`config.mk`:
```
export PLATFORM = sky130hd
export DESIGN_NAME = pixel_channel_blend_modes
export DESIGN_NICKNAME = d
export VERILOG_FILES = /design/src/design/pcbm_pkg.sv /design/src/design/pcbm_div.sv /design/src/design/pixel_channel_blend_modes.sv
export VERILOG_INCLUDE_DIRS = /design/src /design/src/design
export SDC_FILE = /design/constraint.sdc
export NUM_CORES = 1
export LEC_CHECK = 0
export BUFFER_PORTS_ARGS = -buffer_cell sky130_fd_sc_hd__buf_2
export CAP_MARGIN = 20
export CORE_MARGIN = 2
export CORE_UTILIZATION = 55
export DETAILED_ROUTE_END_ITERATION = 12
export PLACE_DENSITY = 0.67
export SLEW_MARGIN = 10
export SYNTH_ARGS = -nofsm -noshare
export SYNTH_HDL_FRONTEND = slang
export SYNTH_HIERARCHICAL = 1
export SYNTH_SLANG_ARGS = --single-unit
```
`constraint.sdc`:
```
create_clock -name clk -period 10.9 [get_ports clk]
set_clock_uncertainty 0.1 [all_clocks]
set_input_delay 0 -clock clk [delete_from_list [all_inputs] [get_ports clk]]
set_output_delay 0 -clock clk [all_outputs]
set_load 0.05 [all_outputs]
```
`src/design/assert_macros.svh`:
```
// assertion macros shared by the blend pipeline
`ifndef ASSERT_MACROS_SVH
`define ASSERT_MACROS_SVH
`ifndef SYNTHESIS
`define PCBM_ASSERT_NOW(label, clk, rst_n, a, b) \
	label: assert property (@(posedge clk) disable iff (!rst_n) (a) |-> (b)) \
		else $error("assertion failed");
`define PCBM_ASSERT_NEXT(label, clk, rst_n, a, b) \
	label: assert property (@(posedge clk) disable iff (!rst_n) (a) |=> (b)) \
		else $error("assertion failed");
`else
`define PCBM_ASSERT_NOW(label, clk, rst_n, a, b)
`define PCBM_ASSERT_NEXT(label, clk, rst_n, a, b)
`endif
`endif

```
`src/design/pcbm_pkg.sv`:
```
// types, mode codes and the interpolation curve table
`default_nettype none
package pcbm_pkg;

	typedef enum logic [4:0] {
		MODE_AVERAGE      = 5'd0,
		MODE_MULTIPLY     = 5'd1,
		MODE_SCREEN       = 5'd2,
		MODE_DARKEN       = 5'd3,
		MODE_LIGHTEN      = 5'd4,
		MODE_DIFFERENCE   = 5'd5,
		MODE_NEGATION     = 5'd6,
		MODE_EXCLUSION    = 5'd7,
		MODE_OVERLAY      = 5'd8,
		MODE_HARD_LIGHT   = 5'd9,
		MODE_SOFT_LIGHT   = 5'd10,
		MODE_COLOR_DODGE  = 5'd11,
		MODE_COLOR_BURN   = 5'd12,
		MODE_SOFT_DODGE   = 5'd13,
		MODE_SOFT_BURN    = 5'd14,
		MODE_REFLECT      = 5'd15,
		MODE_GLOW         = 5'd16,
		MODE_FREEZE       = 5'd17,
		MODE_HEAT         = 5'd18,
		MODE_ADDITIVE     = 5'd19,
		MODE_SUBTRACTIVE  = 5'd20,
		MODE_INTERPOLATE  = 5'd21,
		MODE_STAMP        = 5'd22,
		MODE_XOR          = 5'd23
	} blend_mode_t;

	typedef struct packed {
		logic [15:0] num;
		logic [7:0]  den;
	} pcbm_div_req_t;

	typedef logic [7:0] curve_rom_t [256];

	// 128*sin^2 curve in q2.30, rounded
	function automatic logic [7:0] curve_entry(input int unsigned x);
		logic [63:0] phi;
		logic [63:0] phi2;
		logic [63:0] term;
		logic [63:0] sum;
		logic [63:0] sq;
		phi  = (((64'(x) & 64'hFF) * 64'd157 << 30) + 64'd12750) / 64'd25500;
		phi2 = (phi * phi) >> 30;
		term = phi;
		sum  = phi;
		term = ((term * phi2) >> 30) / 64'd6;   sum = sum - term;
		term = ((term * phi2) >> 30) / 64'd20;  sum = sum + term;
		term = ((term * phi2) >> 30) / 64'd42;  sum = sum - term;
		term = ((term * phi2) >> 30) / 64'd72;  sum = sum + term;
		term = ((term * phi2) >> 30) / 64'd110; sum = sum - term;
		term = ((term * phi2) >> 30) / 64'd156; sum = sum + term;
		term = ((term * phi2) >> 30) / 64'd210; sum = sum - term;
		term = ((term * phi2) >> 30) / 64'd272; sum = sum + term;
		term = ((term * phi2) >> 30) / 64'd342; sum = sum - term;
		term = ((term * phi2) >> 30) / 64'd420; sum = sum + term;
		term = ((term * phi2) >> 30) / 64'd506; sum = sum - term;
		term = ((term * phi2) >> 30) / 64'd600; sum = sum + term;
		term = ((term * phi2) >> 30) / 64'd702; sum = sum - term;
		sq = (sum * sum) >> 30;
		return 8'(((sq << 7) + (64'd1 << 29)) >> 30);
	endfunction

	function automatic curve_rom_t build_curve();
		curve_rom_t r;
		for (int i = 0; i < 256; i++) begin
			r[i] = curve_entry(i);
		end
		return r;
	endfunction

	localparam curve_rom_t CURVE_ROM = build_curve();

endpackage
`default_nettype wire

```
`src/design/pcbm_div.sv`:
```
// two-stage restoring divider, 16 by 8 bits, quotient saturated at 255
`default_nettype none
module pcbm_div (
	input  wire logic                   clk,
	input  wire pcbm_pkg::pcbm_div_req_t req,
	output logic [7:0]                  q_sat
);
	import pcbm_pkg::*;

	logic [7:0] rem_s2;
	logic [3:0] low_s2;
	logic [7:0] den_s2;
	logic [3:0] qhi_s2;
	logic       over_s2;

	logic [7:0] rem_a;
	logic [3:0] q_a;
	logic       over_a;
	logic [8:0] r9_a;

	// upper four quotient bits
	always_comb begin
		rem_a  = req.num[15:8];
		over_a = (req.num[15:8] >= req.den);
		q_a    = '0;
		for (int i = 0; i < 4; i++) begin
			r9_a = {rem_a, req.num[7 - i]};
			if (r9_a >= {1'b0, req.den}) begin
				rem_a       = 8'(r9_a - {1'b0, req.den});
				q_a[3 - i]  = 1'b1;
			end else begin
				rem_a = r9_a[7:0];
			end
		end
	end

	always_ff @(posedge clk) begin
		rem_s2  <= rem_a;
		low_s2  <= req.num[3:0];
		den_s2  <= req.den;
		qhi_s2  <= q_a;
		over_s2 <= over_a;
	end

	logic [7:0] rem_b;
	logic [3:0] q_b;
	logic [8:0] r9_b;

	// lower four quotient bits
	always_comb begin
		rem_b = rem_s2;
		q_b   = '0;
		for (int i = 0; i < 4; i++) begin
			r9_b = {rem_b, low_s2[3 - i]};
			if (r9_b >= {1'b0, den_s2}) begin
				rem_b      = 8'(r9_b - {1'b0, den_s2});
				q_b[3 - i] = 1'b1;
			end else begin
				rem_b = r9_b[7:0];
			end
		end
		q_sat = over_s2 ? 8'd255 : {qhi_s2, q_b};
	end

endmodule
`default_nettype wire

```
`src/design/pixel_channel_blend_modes.sv`:
```
// top level: per-channel layer blend pipeline
// usage:
//   write blend_mode through cfg_we/cfg_wdata while no item is in flight.
//   present base_value and blend_value with start; an item is taken at any
//   edge where start is high and busy is low. busy stays low: the pipeline
//   takes one item every cycle.
//   blended_value shows with done for one cycle, once the item has passed
//   the stage 1, stage 2 and stage 3 registers, and is taken while done is high
//   (stage 1 multipliers and divisor setup, stage 2 upper quotient
//   bits and simple modes, stage 3 lower quotient bits and final select).
//   the divider modes set the stage depth; every mode has the same latency.
//   throughput is one item per cycle in every mode.
//   reset clears the stage valid bits and sets the mode to average.
//   the receiver cannot stall; results must be taken when done is high.
`default_nettype none
`include "assert_macros.svh"
module pixel_channel_blend_modes (
	input  wire logic       clk,
	input  wire logic       arst_n,
	input  wire logic       cfg_we,
	input  wire logic [4:0] cfg_wdata,
	input  wire logic       start,
	output logic            busy,
	input  wire logic [7:0] base_value,
	input  wire logic [7:0] blend_value,
	output logic            done,
	output logic [7:0]      blended_value
);
	import pcbm_pkg::*;

	logic [4:0] mode_q;
	logic valid_s1, valid_s2, valid_s3;

	assign busy = 1'b0;

	always_ff @(posedge clk or negedge arst_n) begin
		if (!arst_n) begin
			mode_q   <= MODE_AVERAGE;
			valid_s1 <= 1'b0;
			valid_s2 <= 1'b0;
			valid_s3 <= 1'b0;
		end else begin
			if (cfg_we) begin
				mode_q <= cfg_wdata;
			end
			valid_s1 <= start && !busy;
			valid_s2 <= valid_s1;
			valid_s3 <= valid_s2;
		end
	end

	// stage 1: products and divider setup
	logic [7:0]  na, nb, sq_op;
	logic [15:0] ab_c, inv_c, sq_c;
	pcbm_div_req_t req_c;
	logic        dinv_c, force_c;
	logic [7:0]  force_val_c;

	always_comb begin
		na    = ~base_value;
		nb    = ~blend_value;
		sq_op = base_value;
		unique case (mode_q)
			MODE_GLOW:   sq_op = blend_value;
			MODE_FREEZE: sq_op = na;
			MODE_HEAT:   sq_op = nb;
			default:     sq_op = base_value;
		endcase
		ab_c  = 16'(base_value) * 16'(blend_value);
		inv_c = 16'(na) * 16'(nb);
		sq_c  = 16'(sq_op) * 16'(sq_op);
		req_c       = '{num: {base_value, 8'd0}, den: nb};
		dinv_c      = 1'b0;
		force_c     = 1'b0;
		force_val_c = 8'd255;
		unique case (mode_q)
			MODE_COLOR_DODGE: begin
				req_c   = '{num: {base_value, 8'd0}, den: nb};
				force_c = (blend_value == 8'd255);
			end
			MODE_COLOR_BURN: begin
				req_c       = '{num: {na, 8'd0}, den: blend_value};
				dinv_c      = 1'b1;
				force_c     = (blend_value == 8'd0);
				force_val_c = 8'd0;
			end
			MODE_SOFT_DODGE: begin
				force_c = (blend_value == 8'd255);
				if ({1'b0, base_value} + {1'b0, blend_value} < 9'd256) begin
					req_c = '{num: {1'b0, base_value, 7'd0}, den: nb};
				end else begin
					req_c  = '{num: {1'b0, nb, 7'd0}, den: base_value};
					dinv_c = 1'b1;
				end
			end
			MODE_SOFT_BURN: begin
				force_c = (base_value == 8'd255);
				if ({1'b0, base_value} + {1'b0, blend_value} < 9'd256) begin
					req_c = '{num: {1'b0, blend_value, 7'd0}, den: na};
				end else begin
					req_c  = '{num: {1'b0, na, 7'd0}, den: blend_value};
					dinv_c = 1'b1;
				end
			end
			MODE_REFLECT: begin
				req_c   = '{num: sq_c, den: nb};
				force_c = (blend_value == 8'd255);
			end
			MODE_GLOW: begin
				req_c   = '{num: sq_c, den: na};
				force_c = (base_value == 8'd255);
			end
			MODE_FREEZE: begin
				req_c       = '{num: sq_c, den: blend_value};
				dinv_c      = 1'b1;
				force_c     = (blend_value == 8'd0);
				force_val_c = 8'd0;
			end
			MODE_HEAT: begin
				req_c       = '{num: sq_c, den: base_value};
				dinv_c      = 1'b1;
				force_c     = (base_value == 8'd0);
				force_val_c = 8'd0;
			end
			default: begin
				req_c = '{num: {base_value, 8'd0}, den: nb};
			end
		endcase
	end

	logic [7:0]    a_s1, b_s1;
	logic [4:0]    mode_s1;
	logic [15:0]   ab_s1, inv_s1;
	pcbm_div_req_t req_s1;
	logic          dinv_s1, force_s1;
	logic [7:0]    force_val_s1;

	always_ff @(posedge clk) begin
		a_s1         <= base_value;
		b_s1         <= blend_value;
		mode_s1      <= mode_q;
		ab_s1        <= ab_c;
		inv_s1       <= inv_c;
		req_s1       <= req_c;
		dinv_s1      <= dinv_c;
		force_s1     <= force_c;
		force_val_s1 <= force_val_c;
	end

	// stage 2: divider upper quotient bits, simple modes, soft light product
	logic [7:0]  q_sat;

	pcbm_div u_div (
		.clk   (clk),
		.req   (req_s1),
		.q_sat (q_sat)
	);

	logic [7:0]  misc_c, t_c, scr_c, diff_c, cva, cvb;
	logic [8:0]  sum9, csum;
	logic [9:0]  stamp10, excl10;
	logic [15:0] p2_c;
	logic        is_div_c, soft_c;

	always_comb begin
		t_c     = ab_s1[15:8];
		scr_c   = ~inv_s1[15:8];
		diff_c  = scr_c - t_c;
		p2_c    = 16'(a_s1) * 16'(diff_c);
		sum9    = {1'b0, a_s1} + {1'b0, b_s1};
		cva     = CURVE_ROM[a_s1];
		cvb     = CURVE_ROM[b_s1];
		csum    = {1'b0, cva} + {1'b0, cvb};
		stamp10 = {2'b0, a_s1} + {1'b0, b_s1, 1'b0};
		excl10  = {1'b0, sum9} - {1'b0, ab_s1[15:7]};
		is_div_c = 1'b0;
		soft_c   = 1'b0;
		misc_c   = a_s1;
		unique case (mode_s1)
			MODE_AVERAGE:    misc_c = sum9[8:1];
			MODE_MULTIPLY:   misc_c = ab_s1[15:8];
			MODE_SCREEN:     misc_c = ~inv_s1[15:8];
			MODE_DARKEN:     misc_c = (a_s1 < b_s1) ? a_s1 : b_s1;
			MODE_LIGHTEN:    misc_c = (a_s1 > b_s1) ? a_s1 : b_s1;
			MODE_DIFFERENCE: misc_c = (a_s1 > b_s1) ? a_s1 - b_s1 : b_s1 - a_s1;
			MODE_NEGATION:   misc_c = ~((a_s1 > b_s1) ? a_s1 - b_s1 : b_s1 - a_s1);
			MODE_EXCLUSION:  misc_c = excl10[7:0];
			MODE_OVERLAY:    misc_c = a_s1[7] ? 8'(~inv_s1[14:7]) : ab_s1[14:7];
			MODE_HARD_LIGHT: misc_c = b_s1[7] ? 8'(~inv_s1[14:7]) : ab_s1[14:7];
			MODE_SOFT_LIGHT: soft_c = 1'b1;
			MODE_COLOR_DODGE, MODE_COLOR_BURN, MODE_SOFT_DODGE, MODE_SOFT_BURN,
			MODE_REFLECT, MODE_GLOW, MODE_FREEZE, MODE_HEAT: is_div_c = 1'b1;
			MODE_ADDITIVE:    misc_c = sum9[8] ? 8'd255 : sum9[7:0];
			MODE_SUBTRACTIVE: misc_c = sum9[8] ? sum9[7:0] : 8'd0;
			MODE_INTERPOLATE: misc_c = csum[8] ? 8'd255 : csum[7:0];
			MODE_STAMP: begin
				if (stamp10 < 10'd256) begin
					misc_c = 8'd0;
				end else if (stamp10 >= 10'd512) begin
					misc_c = 8'd255;
				end else begin
					misc_c = stamp10[7:0];
				end
			end
			MODE_XOR:        misc_c = a_s1 ^ b_s1;
			default:         misc_c = a_s1;
		endcase
	end

	logic [7:0]  misc_s2, t_s2, force_val_s2;
	logic [15:0] p2_s2;
	logic        is_div_s2, soft_s2, dinv_s2, force_s2;

	always_ff @(posedge clk) begin
		misc_s2      <= misc_c;
		t_s2         <= t_c;
		p2_s2        <= p2_c;
		is_div_s2    <= is_div_c;
		soft_s2      <= soft_c;
		dinv_s2      <= dinv_s1;
		force_s2     <= force_s1;
		force_val_s2 <= force_val_s1;
	end

	// stage 3: final select
	logic [7:0] final_c;
	logic [7:0] blended_s3;

	always_comb begin
		priority if (is_div_s2 && force_s2) begin
			final_c = force_val_s2;
		end else if (is_div_s2) begin
			final_c = dinv_s2 ? ~q_sat : q_sat;
		end else if (soft_s2) begin
			final_c = t_s2 + p2_s2[15:8];
		end else begin
			final_c = misc_s2;
		end
	end

	always_ff @(posedge clk) begin
		blended_s3 <= final_c;
	end

	assign done          = valid_s3;
	assign blended_value = blended_s3;

	`PCBM_ASSERT_NEXT(a_accept_s1, clk, arst_n, start && !busy, valid_s1)
	`PCBM_ASSERT_NEXT(a_s1_s2, clk, arst_n, valid_s1, valid_s2)
	`PCBM_ASSERT_NEXT(a_s2_done, clk, arst_n, valid_s2, done)
	`PCBM_ASSERT_NOW(a_done_src, clk, arst_n, done, $past(valid_s2))
	`PCBM_ASSERT_NOW(a_never_busy, clk, arst_n, 1'b1, !busy)

endmodule
`default_nettype wire
```
* Word level (Yosys, flattened, before mapping)
Memory sizes are Yosys's and may differ from the RTL's.
Index checks and enable logic that the tools add are counted.
** Storage, ports and cells
- Memories kept :: 2
- Flip-flop bits (word level) :: 172
- Input port bits :: 25
- Memory bits (read-only) :: 4096
- Output and inout bits :: 10
- Logic and storage cells :: 163
- Latch bits :: 0
- Memory bits (writable) :: 0
** Memories
- (name not given) :: depth 256, bits a word 8, rd ports 1, clocked after Yosys merged registers in 0, write ports 0, RTL line pixel_channel_blend_modes.sv:172 : cvb = CURVE_ROM[b_s1];
- (name not given) :: depth 256, bits a word 8, rd ports 1, clocked after Yosys merged registers in 0, write ports 0, RTL line pixel_channel_blend_modes.sv:171 : cva = CURVE_ROM[a_s1];
** Operators by class
- Reduce and logical (&&, ||, !) cells :: 10
- Equal/unequal tests :: 33
- Divide/modulo/power cells :: 0
- Muxes and demuxes :: 45
- Multiply operators :: 4
- Shift-type cells :: 0
- Bitwise logic cells :: 9
- $add $sub $neg :: 16
- $lt $le $gt $ge :: 16
** Operators by type and width (number)
- two-way mux 8 bit :: 27
- case mux 24 bit (7 select lines) :: 1
- case mux 8 bit (15 select lines) :: 1
- subtractor 8 bit :: 11
- >= comparator 9 x 8 -> 1 bit :: 8
- == test 5 x 4 -> 1 bit, second input constant :: 13
- multiplier 8 x 8 -> 16 bit :: 4
- == test 5 bit, second input constant :: 11
- NOT 8 bit :: 6
- two-way mux 23 bit :: 2
- adder 8 x 8 -> 9 bit :: 3
- case mux 8 bit (3 select lines) :: 1
- == test 5 x 3 -> 1 bit, second input constant :: 4
- >= comparator 9 bit, second input constant :: 2
- NOT 8 -> 9 bit :: 2
- == test 8 bit, second input constant :: 2
- zero test 8 bit :: 2
- two-way mux 1 bit :: 11
- adder 8 x 9 -> 10 bit :: 1
- == test 5 x 2 -> 1 bit, second input constant :: 2
- >= comparator 10 bit, second input constant :: 1
- < comparator 10 x 9 -> 1 bit, second input constant :: 1
- < comparator 9 bit, second input constant :: 1
- adder 8 bit :: 1
- 12 further kinds :: 15

* Depth between registers and ports, before layout
- Depth after elaboration :: 13
- Mapped depth :: 41
- Gate-level depth less buffers :: 38

* Hierarchy
Netlist, hierarchy kept.
** Modules (own cells, without submodules)
- pixel_channel_blend_modes :: cells an instance 2256, instances 1, area each 17449.2 um^2, seq. area each 2242.2 um^2
- pcbm_div :: cells an instance 498, instances 1, area each 4070.2 um^2, seq. area each 500.5 um^2

* Least setup slack after synthesis
Ideal clock, no wire load.
- Path kind :: reg-to-reg
- From :: register u_div.den_s2[1]
- To :: register blended_s3[0], in the netlist blended_value[0]
- Buffers on the path :: 2
- Setup time :: 0.130 ns
- Period minus slack after synthesis :: 7.895 ns
- Setup slack :: 3.005 ns
- Stages on the path, launching flop included :: 39
- Data arrival time :: 7.665 ns
- Required time :: 10.670 ns
- Cell sequence :: dfxtp_1 > inv_1 > ha_1 > nor2b_1 > o31a_1 > o211ai_1 > nand3_1 > nand2b_1 > mux2_2 > ha_1 > o21a_1 > o31a_1 > o31ai_1 > a21oi_1 > a311o_1 > buf_2 > o21ai_0 > inv_1 > [... 3 more ...] > a21boi_0 > o21ai_0 > a21oi_1 > o21a_1 > or4_1 > buf_2 > mux2i_1 > ha_1 > a21o_1 > a21o_1 > a211oi_1 > o21bai_1 > a21o_1 > a211oi_1 > o211ai_1 > xor2_1 > o211ai_1 > o21ai_0
** On the way
- Cells in the longest elaborated chain, start to end :: 13
- Elaborated cells on any way between the ends :: 16
- Those cells by class :: 3 x add/sub; 4 x order compare; 8 x mux; 1 x bitwise
** RTL lines
- from (decl) :: RTL line pcbm_div.sv:12 : logic [7:0] den_s2;
- from (signal assigned) :: RTL line pcbm_div.sv:40 : den_s2 <= req.den;
- subtractor 8 bit or >= comparator 9 x 8 -> 1 bit (tied branches) :: RTL line pcbm_div.sv:56, pcbm_div.sv:55
- two-way mux 8 bit :: RTL line pcbm_div.sv:55 : if (r9_b >= {1'b0, den_s2}) begin
- subtractor 8 bit or >= comparator 9 x 8 -> 1 bit (tied branches) :: RTL line pcbm_div.sv:56, pcbm_div.sv:55
- two-way mux 8 bit :: RTL line pcbm_div.sv:55
- subtractor 8 bit or >= comparator 9 x 8 -> 1 bit (tied branches) :: RTL line pcbm_div.sv:56, pcbm_div.sv:55
- two-way mux 8 bit :: RTL line pcbm_div.sv:55
- >= comparator 9 x 8 -> 1 bit (*) :: RTL line pcbm_div.sv:55
- two-way mux 1 bit (*) :: RTL line pcbm_div.sv:55
- two-way mux 8 bit (*) :: RTL line pcbm_div.sv:62 : q_sat = over_s2 ? 8'd255 : {qhi_s2, q_b};
- via q_sat[0] :: RTL line pixel_channel_blend_modes.sv:151 : logic [7:0] q_sat;
- NOT 8 bit :: RTL line pixel_channel_blend_modes.sv:233 : final_c = dinv_s2 ? ~q_sat : q_sat;
- two-way mux 8 bit (*) :: RTL line pixel_channel_blend_modes.sv:233
- two-way mux 8 bit (*) :: RTL line pixel_channel_blend_modes.sv:232 : end else if (is_div_s2) begin
- two-way mux 8 bit (*) :: RTL line pixel_channel_blend_modes.sv:230 : priority if (is_div_s2 && force_s2) begin
- via final_c[0] :: RTL line pixel_channel_blend_modes.sv:226 : logic [7:0] final_c;
- to (signal assigned) :: RTL line pixel_channel_blend_modes.sv:242 : blended_s3 <= final_c;
- to (decl) :: RTL line pixel_channel_blend_modes.sv:227 : logic [7:0] blended_s3;
Mark *: on every way through the listed nets, which the timed path passes. The rest lies on a longest branch.
A chain may end at the register's enable or synchronous reset.

* Worst setup path in the final report
- From :: register req_s1[3] (netlist name)
- To :: register u_div.rem_s2[2]
** On the way
- Cells in the longest elaborated chain, start to end :: 8
- Elaborated cells on any way between the ends :: 12
- Those cells by class :: 4 x add/sub; 4 x order compare; 4 x mux
** RTL lines
- from (decl) :: RTL line pixel_channel_blend_modes.sv:134 : pcbm_div_req_t req_s1;
- from (signal assigned) :: RTL line pixel_channel_blend_modes.sv:144 : req_s1 <= req_c;
- subtractor 8 bit or >= comparator 9 x 8 -> 1 bit (tied branches) :: RTL line pcbm_div.sv:29, pcbm_div.sv:28
- two-way mux 8 bit :: RTL line pcbm_div.sv:28 : if (r9_a >= {1'b0, req.den}) begin
- subtractor 8 bit or >= comparator 9 x 8 -> 1 bit (tied branches) :: RTL line pcbm_div.sv:29, pcbm_div.sv:28
- two-way mux 8 bit :: RTL line pcbm_div.sv:28
- >= comparator 9 x 8 -> 1 bit or subtractor 8 bit (tied branches) :: RTL line pcbm_div.sv:28, pcbm_div.sv:29
- two-way mux 8 bit :: RTL line pcbm_div.sv:28
- subtractor 8 bit or >= comparator 9 x 8 -> 1 bit (tied branches) :: RTL line pcbm_div.sv:29, pcbm_div.sv:28
- two-way mux 8 bit (*) :: RTL line pcbm_div.sv:28
- via u_div.rem_a[2] :: RTL line pcbm_div.sv:16 : logic [7:0] rem_a;
- to (signal assigned) :: RTL line pcbm_div.sv:38 : rem_s2 <= rem_a;
- to (decl) :: RTL line pcbm_div.sv:10 : logic [7:0] rem_s2;
Marked as above.

==> qor.log <==
qor: finish.antennaDiodeCount 0
qor: synth.synth_seq_area_share 12.74%
qor: setup_path.critPathBufInv 5
qor: timing.fmaxAchievable 109.5 MHz
qor: setup_path.worstSetupPathDepth 33
qor: route.post-route-drc-count 0
qor: global_routing.grt_overflow_total 0
qor: floorplanning.dieHeight 201.8 um
qor: finish.layout.cells.most_common sky130_fd_sc_hd__ha_1
qor: route.post_drt_wl_per_cell 19.46 um
qor: setup_path.critical-path-top-delay-family compound AO/OA/AOI/OAI gates
qor: floorplanning.dieWidth 201.8 um
qor: route.ant_nets 0
qor: synth.synth-async-reset-ratio 5.926%
qor: floorplanning.boundaryPins 35
qor: timing.unrepaired_setup_endpoints_after_global_routing no
qor: synth.main_flop_type_after_synthesis sky130_fd_sc_hd__dfxtp_1
qor: synth.netlist_top_cells_area sky130_fd_sc_hd__ha_1, sky130_fd_sc_hd__fa_1, sky130_fd_sc_hd__dfxtp_1
qor: route.drt-vias-per-instance 6.098
qor: synth.synth_warnings 6
qor: timing.finalHoldViolations 0
qor: finish.syn2layout_area_growth 5.791%
qor: setup_path.critPathRequiredTime 11.09 ns
qor: global_routing.first_pass_grt_wire_length 100900 um
qor: placement.gp_routability_congestion 0.9790
qor: synth.synth_compound_gate_area_share 21.58%
qor: global_routing.first_global_vias 18950
qor: setup_path.worst_path_largest_cell_delay 0.65 ns
qor: setup_path.critical-path-top-cell-by-count sky130_fd_sc_hd__ha_1
qor: clock_tree.cts_post_setup_buffers_inserted 0
qor: clock_tree.cts_root_buffer sky130_fd_sc_hd__clkbuf_16
qor: placement.dp_cells 3182
qor: finish.multi_input_comb_area 17070 um^2
qor: timing.min_period_over_period 83.77%
qor: timing.period_minus_slack 9.131 ns
qor: clock_tree.cts_num_sinks 135
qor: synth.synthMuxAreaShare 3.896%
qor: placement.buffer_ports.inserted 33
qor: finish.fin_cells 3243
qor: floorplanning.floorplan.die_area 40730 um^2
qor: clock_tree.tritoncts built
qor: setup_path.slowest_cp_cell sky130_fd_sc_hd__a221oi_4
qor: global_routing.grt_antenna_before_repair 2
qor: setup_path.timing.critical_path.from_type flip-flop
qor: floorplanning.std_cell_rows 72
qor: clock_tree.cts_inserted_buffers 17
qor: setup_path.timing.critical_path.arrival 9.32 ns
qor: finish.layout.cells.most_common_list sky130_fd_sc_hd__ha_1, sky130_fd_sc_hd__nor2_1, sky130_fd_sc_hd__inv_1
qor: clock_tree.clk_transition_reported_paths 0.06 ns
qor: placement.place.detailed.hpwl 47350 um
qor: synth.synth_enable_flop_cells 0
qor: finish.layout_cell_share_with_drive_strength_beyond_1 5.835%
qor: setup_path.r2r-end u_div/rem_s2[2]
qor: clock_tree.worstSkewPairLatency 0.45 ns
qor: timing.report.final.setup_viol 0
qor: setup_path.critical_path.endpoint_type flip-flop
qor: finish.nNetsFinal 3185
qor: finish.nFillCells 3546
qor: global_routing.grt_util_all_layers 30.84%
qor: timing.maxSlewHeadroom 31.68%
qor: outcome.status completed
qor: hold_path.hold_path_class input pin to flip-flop
qor: setup_path.critical_register_to_register_path_startpoint req_s1[3]
qor: synth.number_of_distinct_library_cells_after_synthesis 100
qor: synth.post_synth_xor_area_fraction 4.965%
qor: floorplanning.placeableCoreArea 38650 um^2
qor: synth.post_synth_fa_ha_maj_area_fraction 31.11%
qor: setup_path.worstPathMaxFanout 17
qor: timing.tightestPinTransition 1.018 ns
qor: synth.synthDominantCellAreaShare 17.62%
qor: synth.netlist_area 21520 um^2
qor: synth.area_leader_netlist sky130_fd_sc_hd__ha_1
qor: setup_path.timing.setup.critical_path_class flip-flop to flip-flop
qor: synth.postSynthAreaPerCell 7.814 um^2
qor: synth.synth.ff_latch_count 135
qor: timing.final-max-slew-violation-count 0
qor: route.vias 19780
qor: synth.synth_cells 2754
qor: setup_path.critPathCapture u_div/rem_s2[2]
qor: global_routing.grt_max_degree 58
qor: clock_tree.htreeDepth 4
qor: timing.totalNegativeSetupSlack 0 ns
qor: route.drt-pass1-iter-count 6
qor: synth.combinational_family_with_the_most_area_after_synthesis adder cells
qor: setup_path.timing.reg2reg.setup_slack 1.77 ns
qor: finish.layout.area.seq 2746 um^2
qor: synth.post_synth_and_or_nand_nor_area_fraction 17.72%
qor: setup_path.reg2reg_depth 33
qor: setup_path.timing.critical_path.from req_s1[3]
qor: clock_tree.cts.path.max_buffers 2
qor: job.max_cap_viol_count 0
qor: floorplanning.initial_core_util 55.68%
qor: route.route.final.wire_length 63100 um
qor: route.violation_count_after_the_first_detailed_routing_iteration 2007
## cells by family after synthesis
family,count (synthesis)
and+or+nand+nor,828
other,1
DFF,135
AOI/OAI and AO/OA,701
xor gates and xnor gates,122
adders and majority gates,448
buffers and inverters,445
muxes,74
## sequential cells by signal, indices dropped and copies added, names as in the netlist, 5 cells and up
register       count
blended_value      8
mode_q             5
p2_s2              8
a_s1               8
inv_s1             9
mode_s1            5
t_s2               8
u_div/rem_s2       8
u_div/den_s2       8
misc_s2            8
ab_s1              9
b_s1               8
req_s1            23
## layout make-up
class	instances	share of cell area, %
Clock buffer	18	1.929
Inverter	303	5.007
Sequential cell	135	12.06
Tap cell	518	2.847
Multi-Input combinational cell	2175	74.96
Clock inverter	14	0.5991
Timing Repair Buffer	80	2.594
## metrics by stage
stage | utilization, % | hold slack [ns] | instance area (um^2) | worst slack [ns]
finish | 58.91 | 0.1608 | 22770 | 1.769
global route | 58.91 | 0.1516 | 22770 | 1.010
CTS | 58.91 | 0.1430 | 22770 | 1.930
detailed placement | 56.67 | -0.2242 | 21900 | 1.961
global placement | 56.67 | -0.2266 | 21900 | 2.198
floorplan | - | -0.3956 | 21520 | 3.005
## worst register-to-register path: cells and delay by family (launching register included)
kind | cells | cell delay, ns
AO/OA/AOI/OAI | 19 | 5.22
adder cells (fa/ha/maj) | 4 | 1.33
buffers and inverters | 5 | 0.75
flip-flops | 1 | 0.31
multiplexers | 2 | 0.77
AND/OR/NAND/NOR | 3 | 0.49
## cell usage after synthesis, drive strengths merged, types with 22 or more instances
cell / n
mux2i: 41
a21oi: 172
o211ai: 29
inv: 287
dfxtp: 127
a211oi: 44
ha: 303
nor2b: 37
nand2: 235
nor3: 51
nor2: 294
a21o: 38
nand3: 37
o21ai: 177
clkbuf: 121
o22ai: 23
nand2b: 35
and2: 42
fa: 145
mux2: 29
or2: 22
xnor2: 73
xor2: 49
o21a: 29
## repair_timing
action	4_1_cts	5_1_grt
resized for setup	0	0
hold buffers	29	0
endpoints found under the hold margin	33	0
## layer usage
layer  wire [um]  GRT usage, %  up-vias
met1       28250         43.09     9385
met4        1903         9.926        0
li1            -             -     9431
met2       27930         48.90      831
met5           0             0        -
met3        5007         4.724      128
## worst min path at each step
stage | startpoint | to | slack (ns) | cells after the start
after floorplan | arst_n | done | -0.40 | 0
after detailed placement | arst_n | mode_q[2] | -0.22 | 1
after global routing | start | valid_s1 | 0.15 | 2
final | start | valid_s1 | 0.16 | 2
after CTS | start | valid_s1 | 0.14 | 2
after global placement | arst_n | mode_q[2] | -0.23 | 1
Power is left out: the tool's default activity adds up to more than one toggle a clock period on the data nets, which glitch-free logic cannot reach.
